===== config.mk =====
export PLATFORM = sky130hd
export DESIGN_NAME = button_debounce_joystick_repeat
export DESIGN_NICKNAME = d
export VERILOG_FILES = /design/src/hdl/bdjr_pkg.sv /design/src/hdl/bdjr_cfg_regs.sv /design/src/hdl/bdjr_debounce.sv /design/src/hdl/bdjr_direction.sv /design/src/hdl/button_debounce_joystick_repeat.sv
export SDC_FILE = /design/constraint.sdc
export NUM_CORES = 1
export LEC_CHECK = 0
export ABC_AREA = 1
export BUFFER_PORTS_ARGS = -buffer_cell sky130_fd_sc_hd__clkbuf_2
export CAP_MARGIN = 20
export CORE_AREA = 2 2 191 193
export DETAILED_ROUTE_END_ITERATION = 10
export DIE_AREA = 0 0 193 195
export PLACE_DENSITY = 0.79
export SLEW_MARGIN = 20
export SYNTH_ARGS = -nofsm -noshare
export SYNTH_HDL_FRONTEND = slang
export SYNTH_HIERARCHICAL = 1
export SYNTH_SLANG_ARGS = --single-unit

===== constraint.sdc =====
create_clock -name clk -period 5.5 [get_ports clk]
set_input_delay 0.275 -clock clk [delete_from_list [all_inputs] [get_ports clk]]
set_output_delay 0.275 -clock clk [all_outputs]
set_load 0.02 [all_outputs]

===== src/hdl/bdjr_pkg.sv =====
// ----------------------------------------------------------------------------
// bdjr_pkg
// Shared types and constants for the button debounce / joystick repeat block.
// ----------------------------------------------------------------------------
`default_nettype none

package bdjr_pkg;

	// full scale of one joystick axis
	localparam logic [11:0] AXIS_MAX = 12'd4095;

	// direction codes
	localparam logic [2:0] DIR_NONE  = 3'd0;
	localparam logic [2:0] DIR_LEFT  = 3'd1;
	localparam logic [2:0] DIR_RIGHT = 3'd2;
	localparam logic [2:0] DIR_UP    = 3'd3;
	localparam logic [2:0] DIR_DOWN  = 3'd4;

	// register index decoded from paddr[3:2]
	localparam logic [1:0] REG_BUTTON_DEBOUNCE = 2'd0;
	localparam logic [1:0] REG_SWITCH_DEBOUNCE = 2'd1;
	localparam logic [1:0] REG_DIR_THRESHOLD   = 2'd2;
	localparam logic [1:0] REG_REPEAT          = 2'd3;

	// register reset values
	localparam logic [15:0] BUTTON_DEBOUNCE_RST = 16'd50;
	localparam logic [15:0] SWITCH_DEBOUNCE_RST = 16'd50;
	localparam logic [11:0] DIR_THRESHOLD_RST   = 12'd1500;
	localparam logic [15:0] REPEAT_RST          = 16'd180;

	// configuration register contents
	typedef struct packed {
		logic [15:0] button_hold_ms;
		logic [15:0] switch_debounce_ms;
		logic [11:0] direction_threshold;
		logic [15:0] repeat_ms;
	} cfg_t;

	// per-switch debounce status for one item
	typedef struct packed {
		logic fell;
		logic rose;
		logic down;
	} deb_t;

endpackage

`default_nettype wire


===== src/hdl/bdjr_cfg_regs.sv =====
// ----------------------------------------------------------------------------
// bdjr_cfg_regs
// APB register file holding debounce times, direction threshold and repeat.
// ----------------------------------------------------------------------------
`default_nettype none

module bdjr_cfg_regs (
	input  wire logic          clk,
	input  wire logic          arst_n,
	input  wire logic          psel,
	input  wire logic          penable,
	input  wire logic          pwrite,
	input  wire logic [3:0]    paddr,
	input  wire logic [31:0]   pwdata,
	output logic      [31:0]   prdata,
	output logic               pready,
	output bdjr_pkg::cfg_t     cfg
);

	bdjr_pkg::cfg_t cfg_q;
	logic           wr_en;
	logic [1:0]     reg_idx;

	assign pready  = 1'b1;
	assign wr_en   = psel & penable & pwrite;
	assign reg_idx = paddr[3:2];
	assign cfg     = cfg_q;

	// register writes
	always_ff @(posedge clk or negedge arst_n) begin
		if (!arst_n) begin
			cfg_q.button_hold_ms      <= bdjr_pkg::BUTTON_DEBOUNCE_RST;
			cfg_q.switch_debounce_ms  <= bdjr_pkg::SWITCH_DEBOUNCE_RST;
			cfg_q.direction_threshold <= bdjr_pkg::DIR_THRESHOLD_RST;
			cfg_q.repeat_ms           <= bdjr_pkg::REPEAT_RST;
		end else if (wr_en) begin
			unique case (reg_idx)
				bdjr_pkg::REG_BUTTON_DEBOUNCE: cfg_q.button_hold_ms      <= pwdata[15:0];
				bdjr_pkg::REG_SWITCH_DEBOUNCE: cfg_q.switch_debounce_ms  <= pwdata[15:0];
				bdjr_pkg::REG_DIR_THRESHOLD:   cfg_q.direction_threshold <= pwdata[11:0];
				bdjr_pkg::REG_REPEAT:          cfg_q.repeat_ms           <= pwdata[15:0];
				default: ;
			endcase
		end
	end

	// read mux
	always_comb begin
		unique case (reg_idx)
			bdjr_pkg::REG_BUTTON_DEBOUNCE: prdata = {16'd0, cfg_q.button_hold_ms};
			bdjr_pkg::REG_SWITCH_DEBOUNCE: prdata = {16'd0, cfg_q.switch_debounce_ms};
			bdjr_pkg::REG_DIR_THRESHOLD:   prdata = {20'd0, cfg_q.direction_threshold};
			bdjr_pkg::REG_REPEAT:          prdata = {16'd0, cfg_q.repeat_ms};
			default:                       prdata = 32'd0;
		endcase
	end

endmodule

`default_nettype wire


===== src/hdl/bdjr_debounce.sv =====
// ----------------------------------------------------------------------------
// bdjr_debounce
// Debounce one active-low switch against a millisecond time stamp.
// ----------------------------------------------------------------------------
`default_nettype none

module bdjr_debounce (
	input  wire logic        clk,
	input  wire logic        arst_n,
	input  wire logic        advance,
	input  wire logic        level,
	input  wire logic [31:0] now_ms,
	input  wire logic [15:0] hold_ms,
	output bdjr_pkg::deb_t   evt
);

	logic        last_raw_q;
	logic        stable_q;
	logic [31:0] stamp_q;
	logic [31:0] stamp_new;
	logic [31:0] elapsed;
	logic        settle;

	// a raw change restarts the timer
	assign stamp_new = (level != last_raw_q) ? now_ms : stamp_q;
	assign elapsed   = now_ms - stamp_new;
	assign settle    = (elapsed > {16'd0, hold_ms}) && (stable_q != level);

	assign evt.fell = settle & ~level;
	assign evt.rose = settle & level;
	assign evt.down = settle ? ~level : ~stable_q;

	// state update when the item leaves the input register
	always_ff @(posedge clk or negedge arst_n) begin
		if (!arst_n) begin
			last_raw_q <= 1'b1;
			stable_q   <= 1'b1;
			stamp_q    <= 32'd0;
		end else if (advance) begin
			last_raw_q <= level;
			stamp_q    <= stamp_new;
			if (settle) begin
				stable_q <= level;
			end
		end
	end

endmodule

`default_nettype wire


===== src/hdl/bdjr_direction.sv =====
// ----------------------------------------------------------------------------
// bdjr_direction
// Joystick direction decode with fire-on-change and timed auto-repeat.
// ----------------------------------------------------------------------------
`default_nettype none

module bdjr_direction (
	input  wire logic        clk,
	input  wire logic        arst_n,
	input  wire logic        advance,
	input  wire logic [31:0] now_ms,
	input  wire logic [11:0] x_sample,
	input  wire logic [11:0] y_sample,
	input  wire logic [11:0] threshold,
	input  wire logic [15:0] repeat_ms,
	output logic      [2:0]  fired
);

	logic [2:0]  held_q;
	logic [31:0] move_q;
	logic [11:0] far_end;
	logic [2:0]  dir;
	logic [31:0] since_move;
	logic        fire;

	assign far_end = bdjr_pkg::AXIS_MAX - threshold;

	// priority decode: left, right, up, down
	always_comb begin
		if (x_sample < threshold) begin
			dir = bdjr_pkg::DIR_LEFT;
		end else if (x_sample > far_end) begin
			dir = bdjr_pkg::DIR_RIGHT;
		end else if (y_sample < threshold) begin
			dir = bdjr_pkg::DIR_UP;
		end else if (y_sample > far_end) begin
			dir = bdjr_pkg::DIR_DOWN;
		end else begin
			dir = bdjr_pkg::DIR_NONE;
		end
	end

	// fire on a new direction or once the repeat period has run out
	assign since_move = now_ms - move_q;
	assign fire  = (dir != bdjr_pkg::DIR_NONE)
		&& ((dir != held_q) || (since_move >= {16'd0, repeat_ms}));
	assign fired = fire ? dir : bdjr_pkg::DIR_NONE;

	// held direction and last move time
	always_ff @(posedge clk or negedge arst_n) begin
		if (!arst_n) begin
			held_q <= bdjr_pkg::DIR_NONE;
			move_q <= 32'd0;
		end else if (advance) begin
			if (dir == bdjr_pkg::DIR_NONE) begin
				held_q <= bdjr_pkg::DIR_NONE;
			end else if (fire) begin
				held_q <= dir;
				move_q <= now_ms;
			end
		end
	end

endmodule

`default_nettype wire


===== src/hdl/button_debounce_joystick_repeat.sv =====
// ----------------------------------------------------------------------------
// button_debounce_joystick_repeat
// Debounces two switches and turns joystick samples into repeating moves.
// ----------------------------------------------------------------------------
// Each accepted sampling pass gives exactly one result: the pass lands in an
// input register, the debounce and direction logic run on it and update their
// state as it moves into the result register. One pass can be taken every
// cycle; the rate is set only by the downstream side, since out_stall reaches
// in_stall through one gate when both registers are full. No clearing pass
// after reset. Registers sit at byte addresses 0x0 (button debounce ms), 0x4
// (switch debounce ms), 0x8 (direction threshold) and 0xC (repeat period ms);
// the user must write them only while idle; the block does not enforce this.
`default_nettype none

module button_debounce_joystick_repeat (
	input  wire logic        clk,
	input  wire logic        arst_n,
	// configuration
	input  wire logic        psel,
	input  wire logic        penable,
	input  wire logic        pwrite,
	input  wire logic [3:0]  paddr,
	input  wire logic [31:0] pwdata,
	output logic      [31:0] prdata,
	output logic             pready,
	// sampling passes
	input  wire logic        in_valid,
	output logic             in_stall,
	input  wire logic [31:0] now_ms,
	input  wire logic        button_level,
	input  wire logic        switch_level,
	input  wire logic [11:0] x_sample,
	input  wire logic [11:0] y_sample,
	// results
	output logic             out_valid,
	input  wire logic        out_stall,
	output logic             button_pressed,
	output logic             button_released,
	output logic             button_down,
	output logic             switch_pressed,
	output logic             switch_released,
	output logic             switch_down,
	output logic      [2:0]  direction_event,
	output logic      [11:0] x_value,
	output logic      [11:0] y_value
);

	bdjr_pkg::cfg_t cfg;
	bdjr_pkg::deb_t btn_evt;
	bdjr_pkg::deb_t sw_evt;
	logic [2:0]     fired;

	logic           valid_s1;
	logic [31:0]    now_ms_s1;
	logic           button_level_s1;
	logic           switch_level_s1;
	logic [11:0]    x_sample_s1;
	logic [11:0]    y_sample_s1;

	logic           valid_s2;
	bdjr_pkg::deb_t btn_evt_s2;
	bdjr_pkg::deb_t sw_evt_s2;
	logic [2:0]     dir_s2;
	logic [11:0]    x_value_s2;
	logic [11:0]    y_value_s2;

	logic           advance;

	// pipeline control
	assign advance  = valid_s1 & (~valid_s2 | ~out_stall);
	assign in_stall = valid_s1 & ~advance;

	bdjr_cfg_regs u_cfg (
		.clk     (clk),
		.arst_n  (arst_n),
		.psel    (psel),
		.penable (penable),
		.pwrite  (pwrite),
		.paddr   (paddr),
		.pwdata  (pwdata),
		.prdata  (prdata),
		.pready  (pready),
		.cfg     (cfg)
	);

	// input register
	always_ff @(posedge clk or negedge arst_n) begin
		if (!arst_n) begin
			valid_s1 <= 1'b0;
		end else if (!in_stall) begin
			valid_s1 <= in_valid;
		end
	end

	always_ff @(posedge clk) begin
		if (in_valid && !in_stall) begin
			now_ms_s1       <= now_ms;
			button_level_s1 <= button_level;
			switch_level_s1 <= switch_level;
			x_sample_s1     <= x_sample;
			y_sample_s1     <= y_sample;
		end
	end

	bdjr_debounce u_btn_deb (
		.clk     (clk),
		.arst_n  (arst_n),
		.advance (advance),
		.level   (button_level_s1),
		.now_ms  (now_ms_s1),
		.hold_ms (cfg.button_hold_ms),
		.evt     (btn_evt)
	);

	bdjr_debounce u_sw_deb (
		.clk     (clk),
		.arst_n  (arst_n),
		.advance (advance),
		.level   (switch_level_s1),
		.now_ms  (now_ms_s1),
		.hold_ms (cfg.switch_debounce_ms),
		.evt     (sw_evt)
	);

	bdjr_direction u_dir (
		.clk       (clk),
		.arst_n    (arst_n),
		.advance   (advance),
		.now_ms    (now_ms_s1),
		.x_sample  (x_sample_s1),
		.y_sample  (y_sample_s1),
		.threshold (cfg.direction_threshold),
		.repeat_ms (cfg.repeat_ms),
		.fired     (fired)
	);

	// result register
	always_ff @(posedge clk or negedge arst_n) begin
		if (!arst_n) begin
			valid_s2 <= 1'b0;
		end else if (advance) begin
			valid_s2 <= 1'b1;
		end else if (!out_stall) begin
			valid_s2 <= 1'b0;
		end
	end

	always_ff @(posedge clk) begin
		if (advance) begin
			btn_evt_s2 <= btn_evt;
			sw_evt_s2  <= sw_evt;
			dir_s2     <= fired;
			x_value_s2 <= x_sample_s1;
			y_value_s2 <= y_sample_s1;
		end
	end

	assign out_valid       = valid_s2;
	assign button_pressed  = btn_evt_s2.fell;
	assign button_released = btn_evt_s2.rose;
	assign button_down     = btn_evt_s2.down;
	assign switch_pressed  = sw_evt_s2.fell;
	assign switch_released = sw_evt_s2.rose;
	assign switch_down     = sw_evt_s2.down;
	assign direction_event = dir_s2;
	assign x_value         = x_value_s2;
	assign y_value         = y_value_s2;

`ifndef SYNTH
	// an item leaving the input register shows up as a result next cycle
	a_adv_to_out: assert property (@(posedge clk) disable iff (!arst_n)
		advance |=> out_valid)
		else $error("advanced item did not reach the result register");

	// no item is taken while the input register holds one that cannot move
	a_no_overrun: assert property (@(posedge clk) disable iff (!arst_n)
		(in_valid && !in_stall) |-> (!valid_s1 || advance))
		else $error("input register overwritten");

	// a button press pulse leaves the button down, a switch release leaves the switch up
	a_btn_press_down: assert property (@(posedge clk) disable iff (!arst_n)
		(out_valid && button_pressed) |-> (button_down && !button_released))
		else $error("button press pulse inconsistent with level");

	a_sw_release_up: assert property (@(posedge clk) disable iff (!arst_n)
		(out_valid && switch_released) |-> (!switch_down && !switch_pressed))
		else $error("switch release pulse inconsistent with level");

	// a fired direction is always a real direction code
	a_dir_code: assert property (@(posedge clk) disable iff (!arst_n)
		out_valid |-> (direction_event <= bdjr_pkg::DIR_DOWN))
		else $error("direction code out of range");
`endif

endmodule

`default_nettype wire

* Word level (Yosys, flattened, before mapping) *
Index checks and enable logic that the tools add are counted.

operators by class
  add/subtract/negate cells = 4
  magnitude comparators = 7
  equal/unequal tests = 9
  mux-type cells = 13
  bitwise logic cells = 17
  reduce and logical (&&, ||, !) cells = 18

operators with widths
  kind                                                    count
  one-hot mux 32 bit (4 select lines)                     1
  subtractor 32 bit                                       3
  > comparator 32 x 16 -> 1 bit                           2
  2-to-1 mux 32 bit                                       2
  >= comparator 32 x 16 -> 1 bit                          1
  > comparator 12 bit                                     2
  < comparator 12 bit                                     2
  2-to-1 mux 3 bit                                        6
  AND reduction 2 bit                                     7
  subtractor 12 bit (first input constant)                1
  AND 1 bit                                               8
  NOT 1 bit                                               8
  equality test 2 bit (second input constant)             2
  logical AND 1 bit                                       4
  2-to-1 mux 1 bit                                        4
  inequality test 1 bit                                   4
  logical NOT 3 bit                                       1
  inequality test 3 bit                                   1
  AND reduction 3 bit                                     1
  nonzero test 3 bit                                      1
  equality test 2 x 1 -> 1 bit (second input constant)    1
  logical NOT 2 bit                                       1
  inequality test 2 x 1 -> 1 bit (second input constant)  1
  nonzero test 2 bit                                      1
  3 further kinds                                         3

word-level totals
  bits in registers = 256

* Depth between registers and ports, before layout *
Gate-level depths: netlist (run 1).

  word-level depth = 11
  gate-level depth with buffers = 32
  gate-level depth less buffers = 31

* By module *
Netlist (run 1), hierarchy kept.

modules (own cells, without submodules)
  module                           times used  cells an instance  area an instance (um^2)  sequential area each (um^2)
  bdjr_direction                   1           1056               6059.6                   875.8
  bdjr_debounce (u_btn_deb)        1           764                4708.3                   853.3
  bdjr_debounce (u_sw_deb)         1           761                4543.1                   853.3
  bdjr_cfg_regs                    1           374                3060.4                   1522.7
  button_debounce_joystick_repeat  1           103                2827.7                   2782.7

* Worst setup path before layout (run 1) *
No wires, ideal clock.

  path type = register to register
  start point = reg button_level_s1
  end point = reg btn_evt_s2, in the netlist button_pressed, data pin
  setup time = 255 ps
  arrival = 3496 ps
  required time = 5245 ps
  setup slack = 1749 ps
  cell stages (with the launch flop) = 27
  path buffers = 1
  period minus slack after synthesis = 3751 ps
  path through = edfxtp_1 inv_2 nand2_1 nand2_1 clkbuf_1 nand2_1 o21ai_0 ha_1 inv_1 o21ai_1 nand2_1 nand2_1 a21oi_1 nand2_2 xor2_1 ha_1 nand4_1 nor3_1 nand4_1 a21boi_0 a21oi_1 nand3_1 nor2_1 nand2_1 nor2_2 nand2_2 and3_1

RTL lines
  element                 RTL line                                source
  from (decl)             button_debounce_joystick_repeat.sv:55   logic button_level_s1;
  from (signal assigned)  button_debounce_joystick_repeat.sv:98   button_level_s1 <= button_level;
  to (signal assigned)    button_debounce_joystick_repeat.sv:150  btn_evt_s2 <= btn_evt;
  to (decl)               button_debounce_joystick_repeat.sv:61   bdjr_pkg::deb_t btn_evt_s2;

==> results.py, run 1 <==
metrics = {
    "outcome": {
        "status": "completed",
    },
    "timing": {
        "slew_headroom": 0.426,
        "slew_violations": 0,
        "fmax_mhz": 214,
        "fin_skew_ns": 0.0374,
        "setup_viol": 0,
        "finalCritPeriodShare": 0.850,
        "worstMarginPinSlew_ns": 0.858,
        "min_period_ns": 4.67,
        "rsz0062_at_grt": "false",
        "hold_violations": 0,
        "holdWs_ns": 0.0330,
        "setup_tns_ns": 0,
    },
    "setup_path": {
        "crit_required_ns": 5.84,
        "critPathMaxFanout": 24,
        "r2r_cells": 26,
        "crit_arrival_ns": 5.01,
        "r2r_end": "button_pressed",
        "reg2reg_from": "u_btn_deb/last_raw_q",
        "reg2reg_slack_ns": 0.83,
        "worst-setup-path-type": "flop to flop",
        "end_kind": "flop",
        "start_kind": "flop",
    },
    "final_layout": {
        "fillerInstances": 3157,
        "finalInstanceArea_um2": 24000,
        "utilization": 0.677,
        "drive_gt1_frac": 0.128,
        "syn2layout_area_growth_pct": 13.1,
        "diodes": 0,
        "final_cells": 3743,
        "nNetsFinal": 3530,
    },
    "job": {
        "cap_violations": 0,
    },
    "clock_network": {
        "cts_root_buffer": "clkbuf_16",
        "numCtsBuffers": 29,
        "cts_sinks": 256,
        "cts_resized": 0,
        "cts_tree": "built",
        "htreeDepth": 1,
        "clock_latency_ns": 0.59,
        "path_clk_slew_ns": 0.07,
        "clock_path_buffers": 3,
    },
    "global_route": {
        "grtUsageTotal": 0.342,
        "grt_overflow": 0,
        "grt_max_degree": 59,
        "grt_pass1_vias": 19500,
        "grt_pass1_wl_um": 101000,
        "antenna_found_initial": 1,
    },
    "route": {
        "drtAntennaViolNets": 0,
        "dr_total_vias": 20300,
        "post_drt_wl_per_cell_um": 17.1,
        "viasPerCell": 5.43,
        "drc_errors": 0,
        "drt-initial-drc-count": 1612,
        "drt_wl_total_um": 64200,
        "firstDrtPassIters": 8,
    },
    "placed_design": {
        "placedInstanceArea_um2": 22200,
        "dp.cells": 3615,
        "portBuffers": 133,
        "gp_congestion": 0.959,
        "hpwl_um": 49600,
    },
    "die": {
        "dieHeight_um": 195,
        "io-pin-count": 169,
        "core_um2": 35400,
        "rows": 69,
        "die-area_um2": 37600,
        "initial_utilization": 0.599,
        "die_width_um": 193,
    },
    "power": {
        "seqPwrFrac": 0.268,
        "switching_share": 0.460,
        "powerDensity_nw_per_um2": 429,
        "p_clk_frac": 0.207,
        "peakVddDrop_uv": 378,
        "intPower_mw": 5.55,
        "p_leak_nw": 13.2,
        "power.switching_mw": 4.74,
        "combinationalPowerShare": 0.525,
    },
    "min_path": {
        "hold-path-cell-count": 3,
        "min_to": "u_cfg/cfg[44]",
        "hold_class": "input pin to flop",
        "min-delay-start": "pwdata[0]",
    },
    "yosys": {
        "ys.flop_type": "dfrtp_1",
        "synth_area_leaders": "nand2_1 (19%), dfrtp_1 (17%), edfxtp_1 (13%), ha_1 (10%), inv_1 (9.2%)",
        "syn_area_um2": 21200,
        "yosysSeqAreaShare": 0.325,
        "ys_ff_latch": 256,
        "synthArstFlopShare": 0.645,
        "synth_edf_count": 91,
        "yosysTopAreaCell": "nand2_1",
        "synth_area_per_cell_um2": 6.93,
        "yosys_warnings": 6,
        "yosysTopAreaCellShare": 0.189,
        "synthMostInstantiatedCell": "nand2_1",
        "synth_common_cells": "nand2_1 (1,068), inv_1 (521), ha_1 (169), nor2_1 (165), nand3_1 (155)",
        "netlist_instances": 3058,
        "synthDistinctLibCells": 58,
    },
}
[layer usage]
| layer | vias up | track usage | wire [um] |
|---|---|---|---|
| met5 | - | 0 | 0 |
| met4 | 0 | 0.118 | 2330 |
| met3 | 138 | 0.0469 | 3800 |
| met2 | 663 | 0.587 | 31100 |
| met1 | 9527 | 0.440 | 27000 |
| li1 | 9984 | - | - |
[stage by stage]
step                      power, mW  setup WS, ns
after detailed placement       8.03         0.896
after CTS                      10.2         0.806
after floorplan                6.66          1.75
final                          10.3         0.827
after global routing           11.1         0.444
after global placement         7.86         0.960
[power by group through the flow]
stage                     logic, mW  clock network, mW  registers [mW]
after global placement         5.11                  0            2.76
after detailed placement       5.26                  0            2.78
after CTS                      5.34               2.16            2.75
after global routing           6.12               2.22            2.80
final                          5.40               2.13            2.76
after floorplan                3.97                  0            2.69
[how the worst max path moves through the flow]
stage,startpoint,to,slack (ns),cells after the start
CTS,u_btn_deb/last_raw_q,button_pressed,0.81,26
detailed placement,u_btn_deb/last_raw_q,button_pressed,0.90,26
floorplan,button_level_s1,button_pressed,1.75,26
global route,u_btn_deb/last_raw_q,button_pressed,0.44,26
finish,u_btn_deb/last_raw_q,button_pressed,0.83,26
global placement,button_level_s1,button_pressed,0.96,25
[registers in the layout, summed over array words and instances (netlist names), 3 cells and up]
signal             flops
u_dir/move_q          32
x_sample_s1           12
y_value               12
u_btn_deb/stamp_q     32
now_ms_s1             32
u_cfg/cfg             60
direction_event        3
y_sample_s1           12
u_sw_deb/stamp_q      32
u_dir/held_q           3
x_value               12
[layout make-up]
cell class / instances / area [um2] / area share
multi-input cells: 2195 / 11800 / 0.493
flip-flops and latches: 256 / 6890 / 0.287
inverters: 550 / 2080 / 0.0866
repair buffers: 227 / 1560 / 0.0652
clock buffers: 35 / 798 / 0.0333
well taps: 461 / 577 / 0.0241
clock inverters: 19 / 248 / 0.0103
[logic make-up (layout without fill, tap and decap cells)]
kind of cell / after synthesis / after routing / synth area share
and+or+nand+nor: 1657 / 1657 / 0.357
xor gates and xnor gates: 45 / 45 / 0.0186
adders and majority gates: 170 / 170 / 0.101
AOI/OAI and AO/OA: 306 / 306 / 0.0779
other: 2 / 17 / 0.000354
DFF: 256 / 256 / 0.325
buffers and inverters: 622 / 831 / 0.121
[critical path, stage by stage (launching register included)]
cell	delay, ns
dfstp_2	0.55
inv_1	0.07
nand2_2	0.08
nand2_4	0.26
o21ai_0	0.31
ha_1	0.21
inv_1	0.07
ha_1	0.18
inv_1	0.05
nand2_1	0.09
nand3_1	0.13
nand3_2	0.16
nand2_1	0.10
nand2_1	0.11
xor2_1	0.18
ha_1	0.30
nand4_1	0.16
nor3_1	0.26
nand4_1	0.15
a21boi_0	0.19
a21oi_1	0.16
nand3_1	0.09
nor2_1	0.09
nand2_1	0.07
nor2_2	0.09
nand2_2	0.13
and3_1	0.18
[what timing repair did]
| action | CTS | global route |
|---|---|---|
| setup buffers | 0 | 0 |
| hold buffers | 74 | 0 |
| endpoints found under the hold margin | 140 | 0 |
[cell usage in the layout (no fill, tap or decap), drive strengths merged, types with 21 or more instances in the layout]
cell type,Yosys,final
nand2,1137,1137
inv,548,553
nor2,207,207
nand3,186,186
ha,169,169
clkbuf,26,167
o21ai,158,158
dfrtp,144,144
a21oi,108,108
edfxtp,91,91
dlygate4sd3,0,74
nand4,73,73
xor2,41,41
nor3,26,26
dfstp,21,21
buf,46,21
Power figures use the tool's default switching activity.
==> run 2, diff against run 1 <==
--- a/config.mk
+++ b/config.mk
@@ -8,10 +8,10 @@
 export ABC_AREA = 1
 export BUFFER_PORTS_ARGS = -buffer_cell sky130_fd_sc_hd__clkbuf_2
 export CAP_MARGIN = 20
-export CORE_AREA = 2 2 191 193
+export CORE_AREA = 2 2 198 200
 export DETAILED_ROUTE_END_ITERATION = 10
-export DIE_AREA = 0 0 193 195
-export PLACE_DENSITY = 0.79
+export DIE_AREA = 0 0 200 202
+export PLACE_DENSITY = 0.78
 export SLEW_MARGIN = 20
 export SYNTH_ARGS = -nofsm -noshare
 export SYNTH_HDL_FRONTEND = slang
==> constraint.sdc (replaced) <==
create_clock -name clk -period 4.2 [get_ports clk]
set_input_delay 0.21 -clock clk [delete_from_list [all_inputs] [get_ports clk]]
set_output_delay 0.21 -clock clk [all_outputs]
set_load 0.02 [all_outputs]
==> results.py, run 2 (synthesis gave the netlist of run 1 again) <==
metrics = {
    "outcome": {
        "status": "completed",
    },
    "setup_path": {
        "cp.depth": 29,
        "crit_arrival_ns": 4.32,
        "crit_required_ns": 4.53,
        "crit_top_cell": "nand2_1",
        "cp_top_family": "simple AND/OR/NAND/NOR gates",
        "cp_num_buf_inv": 4,
        "end_kind": "flop",
        "worst-setup-path-type": "flop to flop",
        "max_stage_delay_ns": 0.47,
        "critPathMaxFanout": 7,
        "r2r_cells": 29,
        "start_kind": "flop",
        "critical_path.slowest_cell": "edfxtp_1",
    },
    "power": {
        "combinationalPowerShare": 0.538,
        "p_leak_nw": 13.5,
        "intPower_mw": 7.40,
        "peakVddDrop_uv": 457,
        "powerDensity_nw_per_um2": 559,
        "power.switching_mw": 6.33,
        "switching_share": 0.461,
        "seqPwrFrac": 0.264,
        "p_clk_frac": 0.198,
    },
    "route": {
        "firstDrtPassIters": 6,
        "drc_errors": 0,
        "drt_wl_total_um": 65900,
        "dr_total_vias": 20600,
        "post_drt_wl_per_cell_um": 17.1,
        "drt-initial-drc-count": 1614,
        "viasPerCell": 5.35,
        "drtAntennaViolNets": 0,
    },
    "global_route": {
        "grtUsageTotal": 0.325,
        "antenna_found_initial": 1,
        "grt_max_degree": 89,
        "grt_pass1_wl_um": 102000,
        "grt_overflow": 0,
        "grt_pass1_vias": 19900,
    },
    "die": {
        "die-area_um2": 40400,
        "dieHeight_um": 202,
        "rows": 72,
        "initial_utilization": 0.554,
        "core_um2": 38300,
        "die_width_um": 200,
        "io-pin-count": 169,
    },
    "clock_network": {
        "htreeDepth": 1,
        "clock_latency_ns": 0.58,
        "cts_sinks": 256,
        "path_clk_slew_ns": 0.06,
        "cts_tree": "built",
        "cts_root_buffer": "clkbuf_16",
        "numCtsBuffers": 30,
        "clock_path_buffers": 3,
    },
    "final_layout": {
        "final_cell_mix": "nand2_1 (1,061), inv_1 (520), ha_1 (167), nor2_1 (164), nand3_1 (153)",
        "utilization": 0.642,
        "nNetsFinal": 3576,
        "largest_register_ffs": 60,
        "finalInstanceArea_um2": 24600,
        "layout_commonest_cell": "nand2_1",
        "fillerInstances": 3379,
        "syn2layout_area_growth_pct": 15.9,
        "drive_gt1_frac": 0.144,
    },
    "placed_design": {
        "gp_congestion": 0.995,
        "portBuffers": 133,
        "placedInstanceArea_um2": 22500,
        "hpwl_um": 50400,
    },
    "timing": {
        "slew_headroom": 0.404,
        "holdWs_ns": 0.114,
        "setup_viol": 0,
        "fmax_mhz": 251,
        "finalCritPeriodShare": 0.949,
        "min_period_ns": 3.98,
        "slew_violations": 0,
        "setup_tns_ns": 0,
        "hold_violations": 0,
        "fin_skew_ns": 0.0139,
        "worstMarginPinSlew_ns": 0.894,
    },
    "min_path": {
        "hold_class": "input pin to flop",
        "hold-path-cell-count": 5,
    },
    "job": {
        "cap_violations": 0,
    },
}
-- run 2: metal layers --
layer,routed length [um],track usage
met5,0,0
met4,2470,0.119
met3,4160,0.0464
met2,32000,0.560
met1,27300,0.411
-- run 2: path summary, 6_finish.rpt --
| path | slack, ns | start | endpoint |
|---|---|---|---|
| worst min-delay path | 0.11 | penable | u_cfg/cfg[32] |
| max in group asynchronous | 2.93 | arst_n | u_cfg/cfg[22] |
| worst max-delay path | 0.22 | button_level_s1 | button_pressed |
| worst max register to register | 0.22 | button_level_s1 | button_pressed |
| worst min register to register | 0.47 | u_dir/move_q[22] | u_dir/move_q[22] |
| min in group asynchronous | 0.29 | arst_n | u_btn_deb/stamp_q[27] |
-- run 2: cell type report --
cell class	instances	area (um2)	share of cell area
Sequential cell	256	6890	0.280
Multi-Input combinational cell	2196	11900	0.486
Clock inverter	15	168	0.00682
Tap cell	518	648	0.0264
Clock buffer	41	865	0.0352
Timing Repair Buffer	271	1970	0.0802
Antenna cell	1	2.50	0.000102
Inverter	550	2080	0.0845
-- run 2: stage by stage --
| stage | setup WS, ns | std cells | power [mW] |
|---|---|---|---|
| global route | -0.116 | 3848 | 14.9 |
| finish | 0.216 | 3848 | 13.7 |
| detailed placement | 0.0623 | 3696 | 10.7 |
| floorplan | 0.449 | 3073 | 8.72 |
| global placement | 0.141 | 3696 | 10.4 |
| CTS | 0.0558 | 3830 | 13.5 |
-- run 2: power by group through the flow --
| stage | logic (mW) | registers [mW] | clock network, mW |
|---|---|---|---|
| 2_1_floorplan | 5.20 | 3.52 | 0 |
| 3_3_place_gp | 6.81 | 3.62 | 0 |
| 3_5_place_dp | 7.03 | 3.65 | 0 |
| 4_1_cts | 7.13 | 3.61 | 2.76 |
| 5_1_grt | 8.31 | 3.68 | 2.87 |
| 6_report | 7.38 | 3.62 | 2.72 |
-- run 2: worst reg2reg max path, delay by kind of cell (launching register included) --
| family | cells | cell delay [ns] |
|---|---|---|
| buffers and inverters | 4 | 0.30 |
| AO/OA/AOI/OAI | 5 | 0.61 |
| AND/OR/NAND/NOR | 16 | 1.61 |
| flip-flops | 1 | 0.47 |
| XOR/XNOR | 1 | 0.17 |
| adder cells (fa/ha/maj) | 3 | 0.57 |
-- run 2: timing repair --
item | CTS | global route
gates resized for setup | 0 | 34
setup endpoints to repair | 0 | 40
hold buffers | 78 | 0
hold endpoints to repair | 199 | 0
setup buffers | 0 | 15
